[src/sv/ate_pkg.sv]
package ate_pkg;

  // Field widths of the request and result channels.
  localparam int KIND_W   = 3;
  localparam int POS_W    = 7;
  localparam int WORD_W   = 32;
  localparam int STATUS_W = 2;
  localparam int FOUND_W  = 6;
  localparam int COUNT_W  = 7;

  // Operation codes carried by a request.
  typedef enum logic [KIND_W-1:0] {
    KIND_CLEAR  = 3'd0,
    KIND_READ   = 3'd1,
    KIND_INSERT = 3'd2,
    KIND_DELETE = 3'd3,
    KIND_SEARCH = 3'd4,
    KIND_SORT   = 3'd5
  } kind_t;

  // Result status codes.
  typedef enum logic [STATUS_W-1:0] {
    ST_OK   = 2'd0,
    ST_BAD  = 2'd1,
    ST_MISS = 2'd2
  } status_t;

  // Sequencer states.
  typedef enum logic [3:0] {
    S_IDLE,
    S_RD_WAIT,
    S_INS,
    S_INS_WR,
    S_DEL,
    S_DEL_WR,
    S_SRCH,
    S_SRCH_CMP,
    S_SORT_I,
    S_SORT_A,
    S_SORT_J,
    S_SORT_CMP,
    S_DONE
  } state_t;

endpackage

[src/sv/ate_channels.sv]
// Request channel: operation, position and value.
interface ate_in_if import ate_pkg::*; ();
  logic              valid;
  logic              ready;
  logic [KIND_W-1:0] kind;
  logic [POS_W-1:0]  item_position;
  logic signed [WORD_W-1:0] item_value;

  modport source (output valid, output kind, output item_position, output item_value,
                  input ready);
  modport sink   (input valid, input kind, input item_position, input item_value,
                  output ready);
endinterface

// Result channel: status, search hit, read word and count.
interface ate_out_if import ate_pkg::*; ();
  logic                valid;
  logic                ready;
  logic [STATUS_W-1:0] status;
  logic [FOUND_W-1:0]  found_position;
  logic signed [WORD_W-1:0] read_value;
  logic [COUNT_W-1:0]  entry_count;

  modport source (output valid, output status, output found_position, output read_value,
                  output entry_count, input ready);
  modport sink   (input valid, input status, input found_position, input read_value,
                  input entry_count, output ready);
endinterface

[src/sv/ate_ram.sv]
// Simple dual-port RAM: one write port, one read port with registered data.
module ate_ram #(
  parameter int WIDTH = 32,
  parameter int DEPTH = 64
) (
  input  logic                     clk,
  input  logic                     we,
  input  logic [$clog2(DEPTH)-1:0] waddr,
  input  logic [WIDTH-1:0]         wdata,
  input  logic [$clog2(DEPTH)-1:0] raddr,
  output logic [WIDTH-1:0]         rdata
);

  logic [WIDTH-1:0] mem [DEPTH];

  always_ff @(posedge clk) begin
    if (we) begin
      mem[waddr] <= wdata;
    end
    rdata <= mem[raddr];
  end

endmodule

[src/sv/array_table_engine.sv]
// Clear, unused kinds and refused requests go straight to the result; a read waits for the
// registered RAM data. Search, insert, delete and sort step through the store word by word,
// each word step a RAM read followed by a compare or a write. One request at a time: a new
// request is taken only after the last result has moved to the output register, where it
// waits while the next request is taken. Reset (synchronous, rst_n low) empties the store;
// the RAM contents are not cleared and need no clearing pass.
module array_table_engine import ate_pkg::*; #(
  parameter int DEPTH = 64
) (
  input  logic       clk,
  input  logic       rst_n,
  ate_in_if.sink     in_ch,
  ate_out_if.source  out_ch
);

  localparam int AW = $clog2(DEPTH);
  localparam int CW = $clog2(DEPTH + 1);
  localparam int LW = (CW > POS_W) ? CW : POS_W;

  // Control state.
  state_t  state_r, state_nxt;
  logic [CW-1:0] cnt_r, cnt_nxt;
  logic    out_valid_r, out_valid_nxt;

  // Working registers.
  logic [CW-1:0]     pos_r, pos_nxt;
  logic [CW-1:0]     i_r, i_nxt;
  logic [CW-1:0]     j_r, j_nxt;
  logic [WORD_W-1:0] val_r, val_nxt;
  logic [WORD_W-1:0] acc_r, acc_nxt;
  status_t           st_r, st_nxt;
  logic [FOUND_W-1:0] found_r, found_nxt;
  logic [WORD_W-1:0] rdv_r, rdv_nxt;

  // Output registers.
  status_t            o_status_r, o_status_nxt;
  logic [FOUND_W-1:0] o_found_r, o_found_nxt;
  logic [WORD_W-1:0]  o_rdv_r, o_rdv_nxt;
  logic [COUNT_W-1:0] o_count_r, o_count_nxt;

  // RAM port signals.
  logic              ram_we;
  logic [AW-1:0]     ram_waddr;
  logic [WORD_W-1:0] ram_wdata;
  logic [AW-1:0]     ram_raddr;
  logic [WORD_W-1:0] ram_rdata;

  // Shared compare unit and cursor steppers.
  logic [WORD_W-1:0] cmp_a;
  logic              cmp_eq;
  logic              cmp_gt;
  logic [LW-1:0]     pos_ext;
  logic [LW-1:0]     cnt_ext;
  logic [CW-1:0]     i_inc;
  logic [CW-1:0]     j_inc;

  ate_ram #(.WIDTH(WORD_W), .DEPTH(DEPTH)) u_store (
    .clk   (clk),
    .we    (ram_we),
    .waddr (ram_waddr),
    .wdata (ram_wdata),
    .raddr (ram_raddr),
    .rdata (ram_rdata)
  );

  // One comparator serves both the search match and the sort exchange test.
  assign cmp_a   = (state_r == S_SORT_CMP) ? acc_r : val_r;
  assign cmp_eq  = (cmp_a == ram_rdata);
  assign cmp_gt  = ($signed(cmp_a) > $signed(ram_rdata));
  assign pos_ext = LW'(in_ch.item_position);
  assign cnt_ext = LW'(cnt_r);
  assign i_inc   = i_r + CW'(1);
  assign j_inc   = j_r + CW'(1);

  assign in_ch.ready           = (state_r == S_IDLE);
  assign out_ch.valid          = out_valid_r;
  assign out_ch.status         = o_status_r;
  assign out_ch.found_position = o_found_r;
  assign out_ch.read_value     = o_rdv_r;
  assign out_ch.entry_count    = o_count_r;

  // Sequencer: next state, RAM accesses and result capture.
  always_comb begin
    state_nxt     = state_r;
    cnt_nxt       = cnt_r;
    out_valid_nxt = out_valid_r;
    pos_nxt       = pos_r;
    i_nxt         = i_r;
    j_nxt         = j_r;
    val_nxt       = val_r;
    acc_nxt       = acc_r;
    st_nxt        = st_r;
    found_nxt     = found_r;
    rdv_nxt       = rdv_r;
    o_status_nxt  = o_status_r;
    o_found_nxt   = o_found_r;
    o_rdv_nxt     = o_rdv_r;
    o_count_nxt   = o_count_r;
    ram_we        = 1'b0;
    ram_waddr     = i_r[AW-1:0];
    ram_wdata     = ram_rdata;
    ram_raddr     = i_r[AW-1:0];

    // The output register empties when the consumer takes the result.
    if (out_valid_r && out_ch.ready) begin
      out_valid_nxt = 1'b0;
    end

    case (state_r)
      S_IDLE: begin
        if (in_ch.valid) begin
          st_nxt    = ST_OK;
          found_nxt = '0;
          rdv_nxt   = '0;
          val_nxt   = in_ch.item_value;
          pos_nxt   = CW'(in_ch.item_position);
          state_nxt = S_DONE;
          case (kind_t'(in_ch.kind))
            KIND_CLEAR: begin
              cnt_nxt = '0;
            end
            KIND_READ: begin
              if (pos_ext < cnt_ext) begin
                ram_raddr = pos_ext[AW-1:0];
                state_nxt = S_RD_WAIT;
              end else begin
                st_nxt = ST_BAD;
              end
            end
            KIND_INSERT: begin
              if (pos_ext > cnt_ext || cnt_ext >= LW'(DEPTH)) begin
                st_nxt = ST_BAD;
              end else begin
                i_nxt     = cnt_r;
                state_nxt = S_INS;
              end
            end
            KIND_DELETE: begin
              if (pos_ext >= cnt_ext) begin
                st_nxt = ST_BAD;
              end else begin
                i_nxt     = CW'(in_ch.item_position);
                state_nxt = S_DEL;
              end
            end
            KIND_SEARCH: begin
              i_nxt     = '0;
              state_nxt = S_SRCH;
            end
            KIND_SORT: begin
              i_nxt     = '0;
              state_nxt = S_SORT_I;
            end
            default: begin
              state_nxt = S_DONE;
            end
          endcase
        end
      end

      S_RD_WAIT: begin
        rdv_nxt   = ram_rdata;
        state_nxt = S_DONE;
      end

      // Insert: move words up from the top, then drop the value in.
      S_INS: begin
        if (i_r > pos_r) begin
          ram_raddr = i_r[AW-1:0] - AW'(1);
          state_nxt = S_INS_WR;
        end else begin
          ram_we    = 1'b1;
          ram_waddr = pos_r[AW-1:0];
          ram_wdata = val_r;
          cnt_nxt   = cnt_r + CW'(1);
          state_nxt = S_DONE;
        end
      end
      S_INS_WR: begin
        ram_we    = 1'b1;
        ram_waddr = i_r[AW-1:0];
        i_nxt     = i_r - CW'(1);
        state_nxt = S_INS;
      end

      // Delete: move the later words down one place.
      S_DEL: begin
        if (i_inc < cnt_r) begin
          ram_raddr = i_inc[AW-1:0];
          state_nxt = S_DEL_WR;
        end else begin
          cnt_nxt   = cnt_r - CW'(1);
          state_nxt = S_DONE;
        end
      end
      S_DEL_WR: begin
        ram_we    = 1'b1;
        ram_waddr = i_r[AW-1:0];
        i_nxt     = i_inc;
        state_nxt = S_DEL;
      end

      // Search: probe held words in order until the first match.
      S_SRCH: begin
        if (i_r < cnt_r) begin
          ram_raddr = i_r[AW-1:0];
          state_nxt = S_SRCH_CMP;
        end else begin
          st_nxt    = ST_MISS;
          state_nxt = S_DONE;
        end
      end
      S_SRCH_CMP: begin
        if (cmp_eq) begin
          st_nxt    = ST_OK;
          found_nxt = FOUND_W'(i_r);
          state_nxt = S_DONE;
        end else begin
          i_nxt     = i_inc;
          state_nxt = S_SRCH;
        end
      end

      // Sort: hold the word at i, exchange it with every smaller later word,
      // and write it back when the inner pass ends.
      S_SORT_I: begin
        if (i_inc < cnt_r) begin
          ram_raddr = i_r[AW-1:0];
          state_nxt = S_SORT_A;
        end else begin
          state_nxt = S_DONE;
        end
      end
      S_SORT_A: begin
        acc_nxt   = ram_rdata;
        j_nxt     = i_inc;
        state_nxt = S_SORT_J;
      end
      S_SORT_J: begin
        if (j_r < cnt_r) begin
          ram_raddr = j_r[AW-1:0];
          state_nxt = S_SORT_CMP;
        end else begin
          ram_we    = 1'b1;
          ram_waddr = i_r[AW-1:0];
          ram_wdata = acc_r;
          i_nxt     = i_inc;
          state_nxt = S_SORT_I;
        end
      end
      S_SORT_CMP: begin
        if (cmp_gt) begin
          ram_we    = 1'b1;
          ram_waddr = j_r[AW-1:0];
          ram_wdata = acc_r;
          acc_nxt   = ram_rdata;
        end
        j_nxt     = j_inc;
        state_nxt = S_SORT_J;
      end

      // Hand the result to the output register once it is free.
      S_DONE: begin
        if (!out_valid_r || out_ch.ready) begin
          o_status_nxt  = st_r;
          o_found_nxt   = found_r;
          o_rdv_nxt     = rdv_r;
          o_count_nxt   = COUNT_W'(cnt_r);
          out_valid_nxt = 1'b1;
          state_nxt     = S_IDLE;
        end
      end

      default: begin
        state_nxt = S_IDLE;
      end
    endcase
  end

  // Control registers.
  always_ff @(posedge clk) begin
    if (!rst_n) begin
      state_r     <= S_IDLE;
      cnt_r       <= '0;
      out_valid_r <= 1'b0;
    end else begin
      state_r     <= state_nxt;
      cnt_r       <= cnt_nxt;
      out_valid_r <= out_valid_nxt;
    end
  end

  // Working and result payload registers.
  always_ff @(posedge clk) begin
    pos_r      <= pos_nxt;
    i_r        <= i_nxt;
    j_r        <= j_nxt;
    val_r      <= val_nxt;
    acc_r      <= acc_nxt;
    st_r       <= st_nxt;
    found_r    <= found_nxt;
    rdv_r      <= rdv_nxt;
    o_status_r <= o_status_nxt;
    o_found_r  <= o_found_nxt;
    o_rdv_r    <= o_rdv_nxt;
    o_count_r  <= o_count_nxt;
  end

endmodule

[src/flat_wrapper.sv]
// flat-port wrapper written by rule: the top's interface ports become plain ports
module array_table_engine_flat import ate_pkg::*;
#(
  parameter int DEPTH = 64
)
  (clk, rst_n, in_ch_valid, in_ch_kind, in_ch_item_position, in_ch_item_value, in_ch_ready, out_ch_valid, out_ch_status, out_ch_found_position, out_ch_read_value, out_ch_entry_count, out_ch_ready);
  ate_in_if in_ch_i ();
  ate_out_if out_ch_i ();
  input  logic clk;
  input  logic rst_n;
  input wire logic [$bits(in_ch_i.valid)-1:0] in_ch_valid;
  input wire logic [$bits(in_ch_i.kind)-1:0] in_ch_kind;
  input wire logic [$bits(in_ch_i.item_position)-1:0] in_ch_item_position;
  input wire logic [$bits(in_ch_i.item_value)-1:0] in_ch_item_value;
  output wire logic [$bits(in_ch_i.ready)-1:0] in_ch_ready;
  output wire logic [$bits(out_ch_i.valid)-1:0] out_ch_valid;
  output wire logic [$bits(out_ch_i.status)-1:0] out_ch_status;
  output wire logic [$bits(out_ch_i.found_position)-1:0] out_ch_found_position;
  output wire logic [$bits(out_ch_i.read_value)-1:0] out_ch_read_value;
  output wire logic [$bits(out_ch_i.entry_count)-1:0] out_ch_entry_count;
  input wire logic [$bits(out_ch_i.ready)-1:0] out_ch_ready;
  assign in_ch_i.valid = in_ch_valid;
  assign in_ch_i.kind = in_ch_kind;
  assign in_ch_i.item_position = in_ch_item_position;
  assign in_ch_i.item_value = in_ch_item_value;
  assign in_ch_ready = in_ch_i.ready;
  assign out_ch_valid = out_ch_i.valid;
  assign out_ch_status = out_ch_i.status;
  assign out_ch_found_position = out_ch_i.found_position;
  assign out_ch_read_value = out_ch_i.read_value;
  assign out_ch_entry_count = out_ch_i.entry_count;
  assign out_ch_i.ready = out_ch_ready;
  array_table_engine #(.DEPTH(DEPTH)) u_core (.clk(clk), .rst_n(rst_n), .in_ch(in_ch_i), .out_ch(out_ch_i));
endmodule
[config.mk]
export PLATFORM = sky130hd
export DESIGN_NAME = array_table_engine_flat
export DESIGN_NICKNAME = d
export VERILOG_FILES = /design/src/sv/ate_pkg.sv /design/src/sv/ate_channels.sv /design/src/sv/ate_ram.sv /design/src/sv/array_table_engine.sv /design/src/flat_wrapper.sv
export SDC_FILE = /design/constraint.sdc
export NUM_CORES = 2
export LEC_CHECK = 0
export BUFFER_PORTS_ARGS = -buffer_cell sky130_fd_sc_hd__buf_4
export CAP_MARGIN = 40
export CORE_MARGIN = 4
export CORE_UTILIZATION = 40
export DETAILED_ROUTE_END_ITERATION = 8
export GPL_TIMING_DRIVEN = 0
export HOLD_SLACK_MARGIN = 0.15
export SLEW_MARGIN = 15
export SYNTH_ARGS = -nofsm -noshare
export SYNTH_HDL_FRONTEND = slang
export SYNTH_SLANG_ARGS = --single-unit
[constraint.sdc]
create_clock -name clk -period 6.72 [get_ports clk]
set_input_delay 1.68 -clock clk [delete_from_list [all_inputs] [get_ports clk]]
set_output_delay 1.68 -clock clk [all_outputs]
set_load 0.1 [all_outputs]
==> flow_summary.toml <==
[status]
status = "finished, final reports clean"

[floorplanning]
die-width_um = 486
num_io_pins = 95
placementRows = 175
design.die.area_um2 = 236000
fp.dieH_um = 486
floorplan.initialDensity_pct = 40.2
design.core.area_um2 = 227000

[global_route]
gr-usage-all-layers_pct = 24.7
grt_antenna_before_repair = 24
grt_max_degree = 65
grt_first_pass_wirelength_mm = 421
grt_overflow = 0
first_global_vias = 56500

[synthesis]
syn-mean-instance-area_um2 = 15.7
synth-edff-count = 2220
fraction_of_synthesized_cell_area_taken_by_the_top_area_cell_type_pct = 73.0
postSynth.asyncResetShare_pct = 0
synthesis.instances = 5836
synth_fp_nets = 5957
syn_area_um2 = 91300
synth_area_leaders = "sky130_fd_sc_hd__edfxtp_1 (73%), sky130_fd_sc_hd__a211oi_1 (6.4%), sky130_fd_sc_hd__and3_1 (5.5%)"
synthesis.yosys.warnings = 0
synth_sequential_area_ratio_pct = 73.9
post_synth_num_cell_types = 77
synthDominantAreaCellType = "sky130_fd_sc_hd__edfxtp_1"
number_of_storage_elements_in_the_synthesis_netlist = 2264
synthFlopType = "sky130_fd_sc_hd__edfxtp_1"

[power_and_ir_drop]
p_per_area_nw_per_um2 = 530
cellLeakagePower_nw = 37.0
vdd_ir_drop_max_mv = 0.315

[route]
vias_per_cell = 6.06
vias = 59300
drtIter0Drc = 8082
drt-pass1-iter-count = 6
detail_route.drc_violations = 0
wl_mm = 300
ant_nets = 0
route.detailed.wl_per_inst_um = 30.7

[setup_path]
cp_slowest_stage_delay_ns = 0.65
worstSetupEndpointType = "flop"
worst-setup-path-type = "reg -> reg"
worst_setup_path_start_kind = "flop"
timing.reg2reg.setup_slack_ns = 0.0008
crit_path_cell_trace = "clkbuf_2, nand3_1, nor2_1, xnor2_1, inv_1, ha_1, and2_0, a221o_1, a211oi_1, nor2_1, o311a_1, nand2_2, buf_4, buf_4, clkbuf_2, a211oi_1, a2111oi_0, o22ai_1, nor4_1, clkdlybuf4s15_2"
cp.arrival_ns = 7.54
required_ns = 7.54
critical_path_peak_fanout = 12
cpMaxStageDelayCell = "sky130_fd_sc_hd__a2111oi_0"

[cts]
worst_skew_pair.late_latency_ns = 0.90
numClockSinks = 2264
postCtsHoldBufs = 0
clock_tree_buf_depth = 3
clock_tree.htree_level_count = 4
clk_root_buffer_cell = "sky130_fd_sc_hd__clkbuf_16"
cts_tree = "built"
clkTransAtPathRegs_ns = 0.06
cts-buffers-inserted = 221

[flow_run]
max_cap_viol_count = 0

[timing]
tightest_slew_ns = 1.09
fin_hold_ws_ns = 0.408
post-route-period-util_pct = 100
timing.max_slew.rel_slack_pct = 27.3
finClkSkew_ns = 0.0658
max_freq_ghz = 0.149
final_hold_viol_count = 0
finalMaxSlewViolations = 0
final.setup.tns_ns = 0
finalWorstPathRequiredPeriod_ns = 6.72
setup-violations-final = 0

[finish]
syn2layout_area_growth_pct = 19.8
layout-drive-gt1-share_pct = 17.4
multi_input_comb_area_um2 = 23600
register_area_um2 = 67500
fin_nets = 6721
nFillCells = 19100

[place]
gp_congestion = 1.11
io_buffer_count = 93
dp_hpwl_mm = 212

[worst_hold_path]
timing.hold.worst.class = "reg -> reg"
## worst paths after layout
| kind | start | end | depth (start not counted) |
|---|---|---|---|
| hold reg to reg | u_core.rdv_r[7] | u_core.out_ch.read_value[7] | 0 |
| setup / recovery | u_core.i_r[2] | u_core.u_store.rdata[29] | 20 |
| hold / removal | u_core.rdv_r[7] | u_core.out_ch.read_value[7] | 0 |
| setup reg to reg | u_core.i_r[2] | u_core.u_store.rdata[29] | 20 |
## final cells by class
type,instances,share of cell area (%)
inverters,68,0.233
diodes,8,0.0183
plain buffers,479,1.99
repair buffers,541,4.63
clock inverters,119,1.05
flip-flops and latches,2264,61.7
clock buffers,279,5.37
multi-input cells,3025,21.5
well taps,3009,3.44
## worst max-delay path, delay by kind of cell, from the launching register on
| family | cells | cell delay, ns |
|---|---|---|
| buffers and inverters | 6 | 1.81 |
| XOR/XNOR | 1 | 0.35 |
| flip-flops | 1 | 0.50 |
| AND/OR/NAND/NOR | 6 | 1.17 |
| AO/OA/AOI/OAI | 6 | 2.50 |
| adder cells (fa/ha/maj) | 1 | 0.30 |
## cell usage after synthesis (9+ instances only)
library cell                   n
sky130_fd_sc_hd__o21ai_0      28
sky130_fd_sc_hd__nand2_1     164
sky130_fd_sc_hd__buf_1        23
sky130_fd_sc_hd__nor4_1       36
sky130_fd_sc_hd__xnor2_1      14
sky130_fd_sc_hd__a21o_1       24
sky130_fd_sc_hd__nor2_1       84
sky130_fd_sc_hd__o22ai_1     136
sky130_fd_sc_hd__nand3_1      22
sky130_fd_sc_hd__dfxtp_1      44
sky130_fd_sc_hd__buf_2        89
sky130_fd_sc_hd__nor3_1       59
sky130_fd_sc_hd__ha_1         74
sky130_fd_sc_hd__mux2i_1     263
sky130_fd_sc_hd__and3_1      808
sky130_fd_sc_hd__a21oi_1      65
sky130_fd_sc_hd__edfxtp_1   2220
sky130_fd_sc_hd__clkbuf_1    362
sky130_fd_sc_hd__a211oi_1    775
sky130_fd_sc_hd__inv_1        67
sky130_fd_sc_hd__a2111oi_0   259
sky130_fd_sc_hd__nor2b_1      50
sky130_fd_sc_hd__nand4_1       9
sky130_fd_sc_hd__nand2b_1     11
sky130_fd_sc_hd__a221o_1      35
## kinds of logic after synthesis
kind of cell | Yosys count | share of synthesized area (%)
flip-flops | 2264 | 73.9
AO/OA/AOI/OAI | 1385 | 11.5
multiplexers | 264 | 2.89
XOR/XNOR | 18 | 0.173
AND/OR/NAND/NOR | 1283 | 8.09
buffers and inverters | 547 | 2.39
adder cells (fa/ha/maj) | 75 | 1.04
## layer usage
metal	global-route usage, %	vias to the layer above	routed length [um]
met4	10.6	6	15200
met5	0	-	195
met2	37.7	3542	134000
met3	6.24	615	33500
li1	-	25400	-
met1	33.6	29800	118000
## sequential cells by signal (all words and copies together) (netlist names), 7 cells and up
register / count
u_core.out_ch.entry_count: 7
u_core.rdv_r: 32
u_core.j_r: 7
u_core.u_store.rdata: 32
u_core.val_r: 32
u_core.i_r: 7
u_core.acc_r: 32
u_core.cnt_ext: 7
u_core.pos_r: 7
u_core.out_ch.read_value: 32
u_core.u_store.mem: 2048
## timing repair
item,CTS,global route
endpoints found under the setup margin,3972,1603
hold endpoints to repair,0,0
pin swaps,19,29
resized for setup,189,174
buffers inserted,25,84
## power by group
| group | leakage (nW) | internal (mW) | switching [mW] |
|---|---|---|---|
| Sequential | 20.2 | 18.0 | 0.333 |
| Clock | 3.41 | 6.67 | 5.45 |
| Combinational | 13.4 | 7.93 | 19.6 |
| Total | 37.0 | 32.6 | 25.4 |
## metrics by stage
stage          utilization, %  cell area, um^2  total power, mW  setup WS [ns]  std cells
6_report                 48.2           109000             58.0       0.000784       9792
5_1_grt                  48.1           109000             59.6        -0.0156       9786
4_1_cts                  47.6           108000             56.7       0.000987       9704
3_5_place_dp             44.1           100000             44.1          -1.48       9281
3_3_place_gp             42.2            95800             42.0          -4.65       8938
2_1_floorplan               -            91400             30.5         -0.718       5836
## layout by cell type, fill, tap and decap left out, types with 81 or more instances in the layout
master and count:
sky130_fd_sc_hd__and3_1 808, sky130_fd_sc_hd__mux2i_1 261, sky130_fd_sc_hd__buf_4 319, sky130_fd_sc_hd__clkbuf_1 330, sky130_fd_sc_hd__edfxtp_1 2220, sky130_fd_sc_hd__a2111oi_0 150, sky130_fd_sc_hd__buf_1 81, sky130_fd_sc_hd__nand2_1 161
sky130_fd_sc_hd__a211oi_1 775, sky130_fd_sc_hd__clkbuf_16 225, sky130_fd_sc_hd__buf_2 100, sky130_fd_sc_hd__o22ai_1 128
(Power assumes the default switching activity.)
